### src/hw/rtl/dsvm_pkg.sv
// ----------------------------------------------------------------------------
// dsvm_pkg
// Shared widths, codes and types of the drum sample voice mixer.
// ----------------------------------------------------------------------------
package dsvm_pkg;

    localparam int VOICES       = 5;
    // words per voice region; a power of two so a region base is a shift
    localparam int SAMPLE_WORDS = 16384;
    localparam int WORD_AW      = $clog2(SAMPLE_WORDS);
    localparam int MEM_DEPTH    = VOICES * SAMPLE_WORDS;
    localparam int MEM_AW       = $clog2(MEM_DEPTH);
    localparam int VCNT_W       = $clog2(VOICES);

    // fixed field widths
    localparam int ACTION_W     = 2;
    localparam int CHAN_W       = 4;
    localparam int NOTE_W       = 7;
    localparam int LVOICE_W     = 3;
    localparam int LADDR_W      = 14;
    localparam int SWORD_W      = 16;
    localparam int LEN_W        = 15;
    localparam int CFG_IDX_W    = 3;
    localparam int CFG_DW       = 15;
    localparam int SUM_W        = 19;
    localparam int MIX_W        = 35;
    localparam int GAIN_SHIFT   = 16;

    localparam logic signed [MIX_W-1:0] MIX_MIN = -35'sd10737254400;
    localparam logic signed [MIX_W-1:0] MIX_MAX = 35'sd10736926725;

    // input actions
    localparam logic [ACTION_W-1:0] ACT_TICK = 2'd0;
    localparam logic [ACTION_W-1:0] ACT_NOTE = 2'd1;
    localparam logic [ACTION_W-1:0] ACT_LOAD = 2'd2;

    // configuration register indexes
    localparam logic [CFG_IDX_W-1:0] REG_MIDI_CHANNEL = 3'd0;
    localparam logic [CFG_IDX_W-1:0] REG_LEN_0        = 3'd1;

    // note numbers
    localparam logic [NOTE_W-1:0] NOTE_BASS      = 7'd36;
    localparam logic [NOTE_W-1:0] NOTE_SNARE     = 7'd38;
    localparam logic [NOTE_W-1:0] NOTE_RIM       = 7'd39;
    localparam logic [NOTE_W-1:0] NOTE_HH_OPEN   = 7'd42;
    localparam logic [NOTE_W-1:0] NOTE_HH_CLOSED = 7'd44;

    localparam logic [VCNT_W-1:0] VOICE_HH_OPEN   = 3'd3;
    localparam logic [VCNT_W-1:0] VOICE_HH_CLOSED = 3'd4;

    // one voice slot of a tick, from the voice sequencer to the mixer
    typedef struct packed {
        logic              valid;
        logic              first;
        logic              last;
        logic              use_word;
        logic [VOICES-1:0] playing;
    } dsvm_tag_t;

endpackage

### src/hw/rtl/dsvm_mix.sv
// ----------------------------------------------------------------------------
// dsvm_mix
// Sums the voice words of a tick, applies the gain and holds the result beat.
// ----------------------------------------------------------------------------
module dsvm_mix
    import dsvm_pkg::*;
(
    input  logic                      clk,
    input  logic                      rst_n,
    input  dsvm_tag_t                 tag,
    input  logic signed [SWORD_W-1:0] rd_data,
    output logic                      mix_busy,
    output logic                      out_valid,
    input  logic                      out_ready,
    output logic signed [MIX_W-1:0]   mix_out,
    output logic [VOICES-1:0]         voices_playing
);

    logic signed [SUM_W-1:0] acc_reg, acc_next;
    logic signed [SUM_W-1:0] sum_reg, sum_next;
    logic                    sum_valid_reg, sum_valid_next;
    logic [VOICES-1:0]       hold_playing_reg, hold_playing_next;
    logic                    out_valid_reg, out_valid_next;
    logic signed [MIX_W-1:0] mix_reg, mix_next;
    logic [VOICES-1:0]       playing_reg, playing_next;

    logic signed [SUM_W-1:0] term;
    logic signed [SUM_W-1:0] total;
    logic signed [MIX_W-1:0] sum_ext;
    logic                    move;

    assign term    = tag.use_word ? SUM_W'(rd_data) : '0;
    assign total   = (tag.first ? '0 : acc_reg) + term;
    assign sum_ext = MIX_W'(sum_reg);
    // gain of 0xffff: shift up and subtract once
    assign move    = sum_valid_reg && (!out_valid_reg || out_ready);

    always_comb
    begin
        acc_next          = acc_reg;
        sum_next          = sum_reg;
        sum_valid_next    = sum_valid_reg;
        hold_playing_next = hold_playing_reg;
        out_valid_next    = out_valid_reg;
        mix_next          = mix_reg;
        playing_next      = playing_reg;

        if (out_valid_reg && out_ready)
        begin
            out_valid_next = 1'b0;
        end
        if (move)
        begin
            out_valid_next = 1'b1;
            mix_next       = (sum_ext <<< GAIN_SHIFT) - sum_ext;
            playing_next   = hold_playing_reg;
            sum_valid_next = 1'b0;
        end
        if (tag.valid)
        begin
            acc_next = total;
            if (tag.last)
            begin
                sum_next          = total;
                sum_valid_next    = 1'b1;
                hold_playing_next = tag.playing;
            end
        end
    end

    always_ff @(posedge clk or negedge rst_n)
    begin
        if (!rst_n)
        begin
            sum_valid_reg <= 1'b0;
            out_valid_reg <= 1'b0;
        end
        else
        begin
            sum_valid_reg <= sum_valid_next;
            out_valid_reg <= out_valid_next;
        end
    end

    always_ff @(posedge clk)
    begin
        acc_reg          <= acc_next;
        sum_reg          <= sum_next;
        hold_playing_reg <= hold_playing_next;
        mix_reg          <= mix_next;
        playing_reg      <= playing_next;
    end

    assign mix_busy       = sum_valid_reg;
    assign out_valid      = out_valid_reg;
    assign mix_out        = mix_reg;
    assign voices_playing = playing_reg;

endmodule

### config.mk
export PLATFORM = sky130hd
export DESIGN_NAME = dsvm_mix
export DESIGN_NICKNAME = d
export VERILOG_FILES = /design/src/hw/rtl/dsvm_pkg.sv /design/src/hw/rtl/dsvm_mix.sv
export SDC_FILE = /design/constraint.sdc
export NUM_CORES = 1
export LEC_CHECK = 0
export BUFFER_PORTS_ARGS = -buffer_cell sky130_fd_sc_hd__buf_4
export CORE_MARGIN = 5
export CORE_UTILIZATION = 45
export DETAILED_ROUTE_END_ITERATION = 10
export GPL_TIMING_DRIVEN = 0
export HOLD_SLACK_MARGIN = 0.06
export PLACE_DENSITY = 0.66
export SYNTH_ARGS = -nofsm -noshare
export SYNTH_HDL_FRONTEND = slang
export SYNTH_SLANG_ARGS = --single-unit
### constraint.sdc
create_clock -name clk -period 4.95 [get_ports clk]
set_input_delay 0.7425 -clock clk [delete_from_list [all_inputs] [get_ports clk]]
set_output_delay 0.7425 -clock clk [all_outputs]
set_load 0.02 [all_outputs]
==> impl_metrics.env <==
export IMPL_status="completed"
export IMPL_setup_tns_ps=0
export IMPL_fin_skew_ps=16.5
export IMPL_place_congestion=0.848
export IMPL_max_clock_path_buffers=2
export IMPL_drive_gt1_share_pct=19.2
export IMPL_setup_slack_ps=1590
export IMPL_crit_type="in -> reg"
export IMPL_rr_startpoint="sum_reg[18]"
export IMPL_routedWlPerCell_um=14.8
export IMPL_placement_rows=37
export IMPL_period_minus_slack_ps=3360
export IMPL_drtAntennaViolNets=0
export IMPL_post_dp_cell_area_um2=5490
export IMPL_report_final_slew_viol_count=0
export IMPL_power_mw=1.88
export IMPL_hold_viol=0
export IMPL_switchingPower_mw=0.553
export IMPL_leakage_nw=2.35
export IMPL_netlist_area_leader_share_pct=51.9
export IMPL_ys_top_cells_by_count="edfxtp_1, ha_1, xnor2_1"
export IMPL_cp_common_cell="nor2b_1"
export IMPL_nNetsFinal=555
export IMPL_cp_start_kind="primary input"
export IMPL_reg2reg_depth=9
export IMPL_endpoint_kind="register"
export IMPL_synth_area_leaders="edfxtp_1, ha_1, xnor2_1, a21o_1, a21oi_1"
export IMPL_antennaDiodeCount=0
export IMPL_synthArstFlopShare_pct=2.35
export IMPL_area_growth_pct=18.6
export IMPL_first_pass_iters=4
export IMPL_overflow=0
export IMPL_rrSetupSlack_ps=1980
export IMPL_hold_path_class="in -> async"
export IMPL_die_h_um=113
export IMPL_share_seq_of_total_power_pct=49.2
export IMPL_crit_fanout=10
export IMPL_cts_buffers=9
export IMPL_grt_pass1_vias=3245
export IMPL_drt_iter0_drc=128
export IMPL_finalSetupViolCount=0
export IMPL_syn_cell_area_um2=4800
export IMPL_dieArea_um2=12800
export IMPL_combPwrFrac_pct=23.8
export IMPL_antenna_found_initial=0
export IMPL_max_vdd_ir_drop_mv=0.154
export IMPL_worst_pin_slew_ps=1040
export IMPL_grt_max_degree=41
export IMPL_clk_root_buffer_cell="clkbuf_8"
export IMPL_arrival_ps=3450
export IMPL_final_util_pct=54.9
export IMPL_synth_top_cell_by_area="edfxtp_1"
export IMPL_postLayoutCellArea_um2=5690
export IMPL_grt_pass1_wl_mm=15.3
export IMPL_maxCapViolations=0
export IMPL_io_buffers=69
export IMPL_wl_mm=9.32
export IMPL_largest_reg_flops=35
export IMPL_viasPerCell=5.17
export IMPL_synth_main_ff_cell="edfxtp_1"
export IMPL_cts_sinks=85
export IMPL_clkTransAtPathRegs_ps=100
export IMPL_start_util_pct=46.3
export IMPL_fill_cells=931
export IMPL_synth_most_common_cell="edfxtp_1"
export IMPL_synth_warnings=0
export IMPL_switching_share_pct=29.4
export IMPL_cts_tree="yes"
export IMPL_drcViolationCount=0
export IMPL_num_vias=3258
export IMPL_syn_nets=475
export IMPL_cpMaxStageDelayCell="o41ai_1"
export IMPL_synth_cells=409
export IMPL_num_io_pins=70
export IMPL_p_int_mw=1.33
export IMPL_core_area_um2=10400
export IMPL_synth_cell_types=42
export IMPL_grt_usage_pct=14.9
export IMPL_dpl_hpwl_mm=7.25
export IMPL_cts_setup_buffers=0
export IMPL_postCtsHoldBufs=0
export IMPL_synth_edf_count=83
export IMPL_cts_max_level=3
export IMPL_ys_seq_area_share_pct=53.0
export IMPL_preCtsSetupSlack_ps=1200
export IMPL_ys_seq_elements=85
export IMPL_critPathRequiredTime_ps=5040
export IMPL_rsz0062_at_grt="no"
export IMPL_fp_dieW_um=113
export IMPL_fin_crit_sh_pct=67.9
export IMPL_postSynthAreaPerCell_um2=11.7
export IMPL_r2r_end="mix_out[31]"
export IMPL_clk_latency_ps=360
export IMPL_max_stage_delay_ps=550
export IMPL_fmaxAchievable_mhz=298
export IMPL_clockPowerShare_pct=27.0
export IMPL_slew_headroom_pct=30.6
export IMPL_cts_resized_gates=0
export IMPL_crit_chain="buf_4, clkbuf_1, nor2b_1, ha_1, inv_1, fa_1, nor2b_1, o21ai_0, a21boi_0, o41ai_1, nor4_1, a211oi_1, xnor2_1"
export IMPL_powerDensity_nw_per_um2=330
[stage by stage]
stage | hold WS, ps | std cells
after global placement | 401 | 614
after floorplan | 400 | 409
final | 142 | 630
after detailed placement | 406 | 614
after CTS | 127 | 630
after global routing | 118 | 630
[final cells by class]
type / instances / area, um^2 / share of cell area [%]
clock buffers: 9 / 124 / 2.18
repair buffers: 69 / 518 / 9.10
clock inverters: 7 / 81.3 / 1.43
well taps: 136 / 170 / 2.99
multi-input cells: 300 / 2170 / 38.1
inverters: 18 / 67.6 / 1.19
flip-flops and latches: 85 / 2540 / 44.6
plain buffers: 6 / 22.5 / 0.396
[worst max path at each step]
stage | from | endpoint | slack, ps | cells past startpoint
4_1_cts | tag[7] | acc_reg[16] | 1570 | 13
6_report | tag[7] | acc_reg[16] | 1590 | 13
2_1_floorplan | tag[7] | acc_reg[14] | 1990 | 12
3_3_place_gp | tag[7] | sum_reg[16] | 1230 | 13
3_5_place_dp | tag[7] | acc_reg[16] | 1200 | 13
5_1_grt | tag[7] | acc_reg[16] | 1360 | 13
[critical path: cells and delay by family]
family,cells,cell delay (ps)
buf+inv,3,640
compound gates,4,1230
simple gates,3,290
xor+xnor,1,130
fa+ha+maj,2,410
[power by group through the flow]
stage | combinational, mW | clock, mW | sequential (mW)
3_5_place_dp | 0.447 | 0 | 0.942
6_report | 0.448 | 0.508 | 0.924
4_1_cts | 0.449 | 0.519 | 0.925
2_1_floorplan | 0.272 | 0 | 0.975
5_1_grt | 0.491 | 0.559 | 0.932
3_3_place_gp | 0.438 | 0 | 0.939
[cells by family (layout without fill, tap and decap cells)]
| logic type | count (synthesis) | count (layout) | synth area share, % |
|---|---|---|---|
| compound gates | 94 | 94 | 12.7 |
| xor+xnor | 50 | 50 | 9.12 |
| fa+ha+maj | 38 | 38 | 10.1 |
| buf+inv | 24 | 109 | 1.88 |
| flops | 85 | 85 | 53.0 |
| simple gates | 118 | 118 | 13.2 |
[per-layer routing]
metal	up-vias	part of all wire (%)	track usage [%]
met3	9	4.6	2.62
met5	-	0	0
li1	1658	-	-
met1	1512	45	19.3
met4	0	1.2	4.09
met2	79	49	25.8
[cells in the final DEF (no fill, tap or decap), drive strengths merged, types with 4 or more instances in the layout]
cell type / count
ha: 37
o21bai: 4
edfxtp: 83
and2: 19
buf: 69
a21o: 20
o21ai: 13
nand2: 24
nor2b: 20
a21oi: 29
nand3: 6
clkbuf: 15
o21a: 5
xor2: 16
nor2: 24
a31oi: 9
nor3: 8
inv: 21
xnor2: 34
(Power assumes the default switching activity.)
