File: config.mk
export PLATFORM = sky130hd
export DESIGN_NAME = dsvm_voice_ctrl
export DESIGN_NICKNAME = d
export VERILOG_FILES = /design/src/hw/rtl/dsvm_pkg.sv /design/src/hw/rtl/dsvm_voice_ctrl.sv
export SDC_FILE = /design/constraint.sdc
export NUM_CORES = 1
export LEC_CHECK = 0
export ABC_AREA = 1
export BUFFER_PORTS_ARGS = -buffer_cell sky130_fd_sc_hd__buf_2
export CAP_MARGIN = 10
export CELL_PAD_IN_SITES_DETAIL_PLACEMENT = 1
export CELL_PAD_IN_SITES_GLOBAL_PLACEMENT = 2
export CORE_MARGIN = 3
export CORE_UTILIZATION = 33
export DETAILED_ROUTE_END_ITERATION = 7
export PLACE_DENSITY = 0.81
export SLEW_MARGIN = 20
export SYNTH_ARGS = -nofsm -noshare
export SYNTH_HDL_FRONTEND = slang
export SYNTH_SLANG_ARGS = --single-unit
File: constraint.sdc
create_clock -name clk -period 4.3 [get_ports clk]
set_clock_uncertainty 0.05 [all_clocks]
set_input_delay 0.86 -clock clk [delete_from_list [all_inputs] [get_ports clk]]
set_output_delay 0.86 -clock clk [all_outputs]
set_load 0.01 [all_outputs]
File: src/hw/rtl/dsvm_pkg.sv
// ----------------------------------------------------------------------------
// dsvm_pkg
// Shared widths, codes and types of the drum sample voice mixer.
// ----------------------------------------------------------------------------
package dsvm_pkg;

    localparam int VOICES       = 5;
    // words per voice region; a power of two so a region base is a shift
    localparam int SAMPLE_WORDS = 16384;
    localparam int WORD_AW      = $clog2(SAMPLE_WORDS);
    localparam int MEM_DEPTH    = VOICES * SAMPLE_WORDS;
    localparam int MEM_AW       = $clog2(MEM_DEPTH);
    localparam int VCNT_W       = $clog2(VOICES);

    // fixed field widths
    localparam int ACTION_W     = 2;
    localparam int CHAN_W       = 4;
    localparam int NOTE_W       = 7;
    localparam int LVOICE_W     = 3;
    localparam int LADDR_W      = 14;
    localparam int SWORD_W      = 16;
    localparam int LEN_W        = 15;
    localparam int CFG_IDX_W    = 3;
    localparam int CFG_DW       = 15;
    localparam int SUM_W        = 19;
    localparam int MIX_W        = 35;
    localparam int GAIN_SHIFT   = 16;

    localparam logic signed [MIX_W-1:0] MIX_MIN = -35'sd10737254400;
    localparam logic signed [MIX_W-1:0] MIX_MAX = 35'sd10736926725;

    // input actions
    localparam logic [ACTION_W-1:0] ACT_TICK = 2'd0;
    localparam logic [ACTION_W-1:0] ACT_NOTE = 2'd1;
    localparam logic [ACTION_W-1:0] ACT_LOAD = 2'd2;

    // configuration register indexes
    localparam logic [CFG_IDX_W-1:0] REG_MIDI_CHANNEL = 3'd0;
    localparam logic [CFG_IDX_W-1:0] REG_LEN_0        = 3'd1;

    // note numbers
    localparam logic [NOTE_W-1:0] NOTE_BASS      = 7'd36;
    localparam logic [NOTE_W-1:0] NOTE_SNARE     = 7'd38;
    localparam logic [NOTE_W-1:0] NOTE_RIM       = 7'd39;
    localparam logic [NOTE_W-1:0] NOTE_HH_OPEN   = 7'd42;
    localparam logic [NOTE_W-1:0] NOTE_HH_CLOSED = 7'd44;

    localparam logic [VCNT_W-1:0] VOICE_HH_OPEN   = 3'd3;
    localparam logic [VCNT_W-1:0] VOICE_HH_CLOSED = 3'd4;

    // one voice slot of a tick, from the voice sequencer to the mixer
    typedef struct packed {
        logic              valid;
        logic              first;
        logic              last;
        logic              use_word;
        logic [VOICES-1:0] playing;
    } dsvm_tag_t;

endpackage

File: src/hw/rtl/dsvm_voice_ctrl.sv
// ----------------------------------------------------------------------------
// dsvm_voice_ctrl
// Configuration, voice state and the tick sequencer that walks the voices.
// ----------------------------------------------------------------------------
module dsvm_voice_ctrl
    import dsvm_pkg::*;
(
    input  logic                      clk,
    input  logic                      rst_n,
    input  logic                      cfg_wr_en,
    input  logic [CFG_IDX_W-1:0]      cfg_index,
    input  logic [CFG_DW-1:0]         cfg_data,
    input  logic                      in_valid,
    output logic                      in_ready,
    input  logic [ACTION_W-1:0]       action,
    input  logic [CHAN_W-1:0]         event_channel,
    input  logic [NOTE_W-1:0]         note_number,
    input  logic [LVOICE_W-1:0]       load_voice,
    input  logic [LADDR_W-1:0]        load_address,
    input  logic signed [SWORD_W-1:0] load_word,
    input  logic                      mix_busy,
    output logic                      mem_wr_en,
    output logic [MEM_AW-1:0]         mem_wr_addr,
    output logic signed [SWORD_W-1:0] mem_wr_data,
    output logic                      mem_rd_en,
    output logic [MEM_AW-1:0]         mem_rd_addr,
    output dsvm_tag_t                 tag
);

    localparam logic ST_IDLE = 1'b0;
    localparam logic ST_TICK = 1'b1;

    logic                                 state_reg, state_next;
    logic [VCNT_W-1:0]                    vcnt_reg, vcnt_next;
    logic [VOICES-1:0][WORD_AW-1:0]       pos_reg, pos_next;
    logic [VOICES-1:0]                    act_reg, act_next;
    logic [VOICES-1:0]                    playing_reg, playing_next;
    dsvm_tag_t                            tag_reg, tag_next;
    logic [CHAN_W-1:0]                    chan_reg, chan_next;
    logic [VOICES-1:0][LEN_W-1:0]         len_reg, len_next;
    logic [VOICES-1:0][LEN_W-1:0]         eff_len;

    logic                                 accept;
    logic                                 note_hit;
    logic [VCNT_W-1:0]                    note_voice;
    logic [WORD_AW-1:0]                   cur_pos;
    logic                                 at_end;
    logic [VCNT_W-1:0]                    cfg_voice;

    assign accept   = in_valid && in_ready;
    assign in_ready = (state_reg == ST_IDLE) && !tag_reg.valid && !mix_busy;

    // clamp lengths to the region size
    always_comb
    begin
        for (int v = 0; v < VOICES; v++)
        begin
            eff_len[v] = (32'(len_reg[v]) > SAMPLE_WORDS) ? LEN_W'(SAMPLE_WORDS) : len_reg[v];
        end
    end

    // configuration writes
    assign cfg_voice = VCNT_W'(cfg_index - REG_LEN_0);

    always_comb
    begin
        chan_next = chan_reg;
        len_next  = len_reg;
        if (cfg_wr_en)
        begin
            if (cfg_index == REG_MIDI_CHANNEL)
            begin
                chan_next = cfg_data[CHAN_W-1:0];
            end
            else if (cfg_index >= REG_LEN_0 &&
                     32'(cfg_index) < 32'(REG_LEN_0) + VOICES)
            begin
                len_next[cfg_voice] = cfg_data[LEN_W-1:0];
            end
        end
    end

    // note to voice decode
    always_comb
    begin
        note_hit   = 1'b1;
        note_voice = '0;
        unique case (note_number)
            NOTE_BASS:      note_voice = 3'd0;
            NOTE_SNARE:     note_voice = 3'd1;
            NOTE_RIM:       note_voice = 3'd2;
            NOTE_HH_OPEN:   note_voice = VOICE_HH_OPEN;
            NOTE_HH_CLOSED: note_voice = VOICE_HH_CLOSED;
            default:        note_hit   = 1'b0;
        endcase
    end

    assign cur_pos     = pos_reg[vcnt_reg];
    assign at_end      = (32'(cur_pos) + 1) >= 32'(eff_len[vcnt_reg]);
    assign mem_rd_en   = (state_reg == ST_TICK);
    assign mem_rd_addr = (MEM_AW'(vcnt_reg) << WORD_AW) | MEM_AW'(cur_pos);
    assign mem_wr_addr = (MEM_AW'(load_voice) << WORD_AW) | MEM_AW'(load_address);
    assign mem_wr_data = load_word;

    always_comb
    begin
        state_next   = state_reg;
        vcnt_next    = vcnt_reg;
        pos_next     = pos_reg;
        act_next     = act_reg;
        playing_next = playing_reg;
        tag_next     = '0;
        mem_wr_en    = 1'b0;

        unique case (state_reg)
            ST_IDLE:
            begin
                if (accept)
                begin
                    unique case (action)
                        ACT_TICK:
                        begin
                            state_next   = ST_TICK;
                            vcnt_next    = '0;
                            playing_next = '0;
                        end
                        ACT_NOTE:
                        begin
                            if (event_channel == chan_reg && note_hit)
                            begin
                                // restart; an empty sample never starts
                                pos_next[note_voice] = '0;
                                act_next[note_voice] = (eff_len[note_voice] != '0);
                                if (note_voice == VOICE_HH_CLOSED)
                                begin
                                    // choke the open hi-hat
                                    pos_next[VOICE_HH_OPEN] = '0;
                                    act_next[VOICE_HH_OPEN] = 1'b0;
                                end
                            end
                        end
                        ACT_LOAD:
                        begin
                            mem_wr_en = (32'(load_voice) < VOICES) &&
                                        (32'(load_address) < SAMPLE_WORDS);
                        end
                        default:
                        begin
                        end
                    endcase
                end
            end
            ST_TICK:
            begin
                if (act_reg[vcnt_reg])
                begin
                    if (at_end)
                    begin
                        pos_next[vcnt_reg] = '0;
                        act_next[vcnt_reg] = 1'b0;
                    end
                    else
                    begin
                        pos_next[vcnt_reg]     = cur_pos + 1'b1;
                        playing_next[vcnt_reg] = 1'b1;
                    end
                end
                tag_next.valid    = 1'b1;
                tag_next.first    = (vcnt_reg == '0);
                tag_next.last     = (32'(vcnt_reg) == VOICES - 1);
                tag_next.use_word = act_reg[vcnt_reg];
                tag_next.playing  = playing_next;
                if (32'(vcnt_reg) == VOICES - 1)
                begin
                    state_next = ST_IDLE;
                end
                else
                begin
                    vcnt_next = vcnt_reg + 1'b1;
                end
            end
            default:
            begin
                state_next = ST_IDLE;
            end
        endcase
    end

    always_ff @(posedge clk or negedge rst_n)
    begin
        if (!rst_n)
        begin
            state_reg   <= ST_IDLE;
            vcnt_reg    <= '0;
            pos_reg     <= '0;
            act_reg     <= '0;
            playing_reg <= '0;
            tag_reg     <= '0;
            chan_reg    <= '0;
            len_reg     <= '0;
        end
        else
        begin
            state_reg   <= state_next;
            vcnt_reg    <= vcnt_next;
            pos_reg     <= pos_next;
            act_reg     <= act_next;
            playing_reg <= playing_next;
            tag_reg     <= tag_next;
            chan_reg    <= chan_next;
            len_reg     <= len_next;
        end
    end

    assign tag = tag_reg;

endmodule

==> impl_results.md <==
* CP Launch Type: flip-flop
* RSZ-0062 raised after global routing: false
* Max-cap violations at 0
* Sw Ratio at 0.4253
* Layout cells sized above 1 at 0.1847
* Crit path buf inv count at 4
* Area grow syn2layout at 21.26%
* DRT antenna net count at 0
* Net Count, Synth at about 1700
* Multiplexer share of the synthesized area at 0
* RePlAce Congestion at 0.9068
* Final setup fails at 0
* Worst Hold Class: input port to async pin
* Routed via count at roughly 11000
* Htree depth at 4
* Rows at 65
* Routed wire length at 41.25 mm
* Effective utilization at floorplan at 0.3396
* Dpl cell area at 0.01234 mm2
* Post-CTS Hold Fix Bufs at 0
* Count leader, synth: nand2_1
* First-pass GRT wire length at 65.18 mm
* Mapped Cells at 1597
* Synth unique cells at 56
* Sequential power share at 0.311
* Area contributors post-synth: dfrtp_1 40%, nand2_1 23%, o21ai_0 6.2%
* Ys Warns at 0
* Switching pwr at 0.003069 W
* Multi-input logic area at 0.005684 mm2
* Critical path endpoint category: flip-flop
* Initial antenna violation count at 0
* Initial drt markers at 665
* Die Wd at 187.6 um
* CTS tree: built
* Final hold violation count at 0
* Syn_area_per_cell at approximately 6.8 um2
* Max clock buf depth at 2
* Synth Area in Adders at 0.02415
* CP required at 4.64 ns
* TritonCTS Buffers at 17
* Placed cell count at 2139
* Data arrival, critical path at 4.39 ns
* Post-synthesis compound-gate area fraction at 0.1194
* PwrDens at 547.0 mW/mm2
* Peak supply drop at 0.3330 mV
* Max Freq at 247.0 MHz
* Die Y at 187.6 um
* Full die area at 0.03519 mm2
* Slew Limit Fails at 0
* CP Max Fanout at 15
* Period minus WS final at 4.049 ns
* Fillers at 4121
* Seq cells post-synth at 172
* Total power draw at 0.007217 W
* LEAKAGE at 6.881 nW
* Synthesized cell area at 0.01088 mm2
* Nets@finish at 1821
* Comb power frac at 0.450
* Remaining DRCs at 0
* Clock Tree Root: clkbuf_16
* Total Routing Usage GR at 0.2360
* Final Non-Filler Cells at 2178
* Final cycle utilization of the critical path at 0.9416
* Seq/Total Area, Yosys at 0.3955
* Vias/cell at 5.007
* Skew-Pair Late Insertion Delay at 0.45 ns
* PortBufs at 70
* Share of the synthesized area in the top cell type at 0.3955
* Status: finished clean
* CP cell instances: nor2_4, nand2_2, buf_4, o22ai_1, a21oi_1, nand2_1, nand2_1, nor2_1, nand3_2, and2_1, ha_1, a21oi_1, o21ai_0, a21oi_1, a21boi_4, buf_4, nand2_2, buf_4, nor2_1, buf_6, nand2_1, o21ai_0, nand2_1, nand2_1
* Setup crit start: vcnt_reg[1]
* RR Startpoint: vcnt_reg[1]
* Clk sinks at 172
* CP max stage cell: dfrtp_2
* Most frequent cell on the critical path: nand2_1
* Area leader, netlist: dfrtp_1
* Number of synthesized flops with an enable pin at 0
* Crit Path Category: flip-flop to flip-flop
* Synth Area in Simple Gates at 0.3612
* GRT overflow at 0
* Top cells by instance count after synthesis: 679 x nand2_1, 172 x dfrtp_1, 135 x o21ai_0
* Max reg flops at 75
* Family with the most delay on the worst path: simple AND/OR/NAND/NOR gates
* Finished Cell Area at 0.01320 mm2
* WL/cell at 18.94 um
* Worst-margin pin slew at 1.007 ns
* Largest net degree at the start of global routing at a little under 80
* Ant. Diodes at 0
* XOR/XNOR share of the synthesized area at 0.008624
* Clock share of power at 0.239
* Drt first pass iters at 5
* Clock Pin Slew Worst Setup and Hold Paths at 0.07 ns
* Post-DP HPWL at 31.69 mm
* Async S/R FF share, synth at 1.000
* Placeable Area at between 0.03 and 0.04 mm2
* Main combinational cell family by area after synthesis: simple AND/OR/NAND/NOR gates
* Slowest stage delay, CP at roughly 0.45 ns
* Reg area at ~0.0043 mm2
* Vias in the first global route at roughly 11000
* Internal power at roughly 0.0041 W
* Slew margin rel. at 0.3267
* Synth Flop Type: dfrtp_1
* Io pins at around 130
timing repair:
action | 4_1_cts | 5_1_grt
endpoints found under the setup margin | 76 | 80
buffers inserted | 0 | 7
pin swaps | 0 | 5
gates cloned | 0 | 1
gates resized for setup | 12 | 29
layer usage:
layer	GRT usage	wire, um	share of wire	up-vias
met2	0.4051	20040	0.49	176
met4	0.07475	903	0.022	0
li1	-	-	-	5331
met1	0.3092	19040	0.46	5354
met3	0.03085	1261	0.031	45
met5	0	0	0	-
power by group through the flow:
stage / combinational (W) / clock (W) / sequential, W
2_1_floorplan: 0.00171 / 0 / 0.00220
5_1_grt: 0.00358 / 0.00183 / 0.00229
6_report: 0.00325 / 0.00172 / 0.00225
3_5_place_dp: 0.00307 / 0 / 0.00227
3_3_place_gp: 0.00300 / 0 / 0.00225
4_1_cts: 0.00312 / 0.00176 / 0.00224
final cells by class:
class / count / share of cell area
tap: 435 / 0.04125
timing repair buffer: 207 / 0.1171
clock buffer: 20 / 0.03461
inverter: 123 / 0.03613
multi-input combinational: 1210 / 0.4308
clock inverter: 11 / 0.01375
sequential: 172 / 0.3264
through the flow:
step,setup TNS (ns),utilization,hold WS [ns],setup slack (ns)
after global routing,0,0.4118,0.4549,0.008218
after floorplan,0,-,0.3919,0.2638
after CTS,0,0.4059,0.4286,0.009772
after detailed placement,-15.28,0.3850,0.4112,-0.3697
final,0,0.4118,0.4244,0.2510
after global placement,-9.025,0.3850,0.4034,-0.2371
final timing paths:
check	end	slack, ns	depth (start not counted)
setup / recovery	pos_reg[31]	0.25	24
hold / removal	pos_reg[44]	0.42	1
setup reg to reg	pos_reg[31]	0.25	24
hold reg to reg	pos_reg[59]	0.44	2
max in group asynchronous	pos_reg[60]	2.84	2
min in group clk	pos_reg[59]	0.44	2
cells by family after synthesis:
family                     after synthesis
xor gates and xnor gates                 9
AOI/OAI and AO/OA                      231
adders and majority gates               21
buffers and inverters                  215
and+or+nand+nor                        949
DFF                                    172
cell usage in the layout, fill, tap and decap left out, types with 6 or more instances in the layout:
| cell | n |
|---|---|
| nand2_1 | 677 |
| dfrtp_1 | 170 |
| o21ai_0 | 134 |
| buf_4 | 120 |
| nor2_1 | 107 |
| inv_1 | 100 |
| nand3_1 | 83 |
| buf_2 | 69 |
| a21oi_1 | 31 |
| ha_1 | 20 |
| o21ai_1 | 18 |
| clkbuf_16 | 17 |
| o22ai_1 | 16 |
| nor3_1 | 14 |
| inv_2 | 13 |
| nor2_2 | 11 |
| buf_12 | 11 |
| nand4_1 | 10 |
| or2_2 | 8 |
| nor2_4 | 8 |
| nand2_2 | 7 |
| buf_6 | 7 |
| a311oi_1 | 6 |
Note: power is estimated with default switching activity, not from simulation.
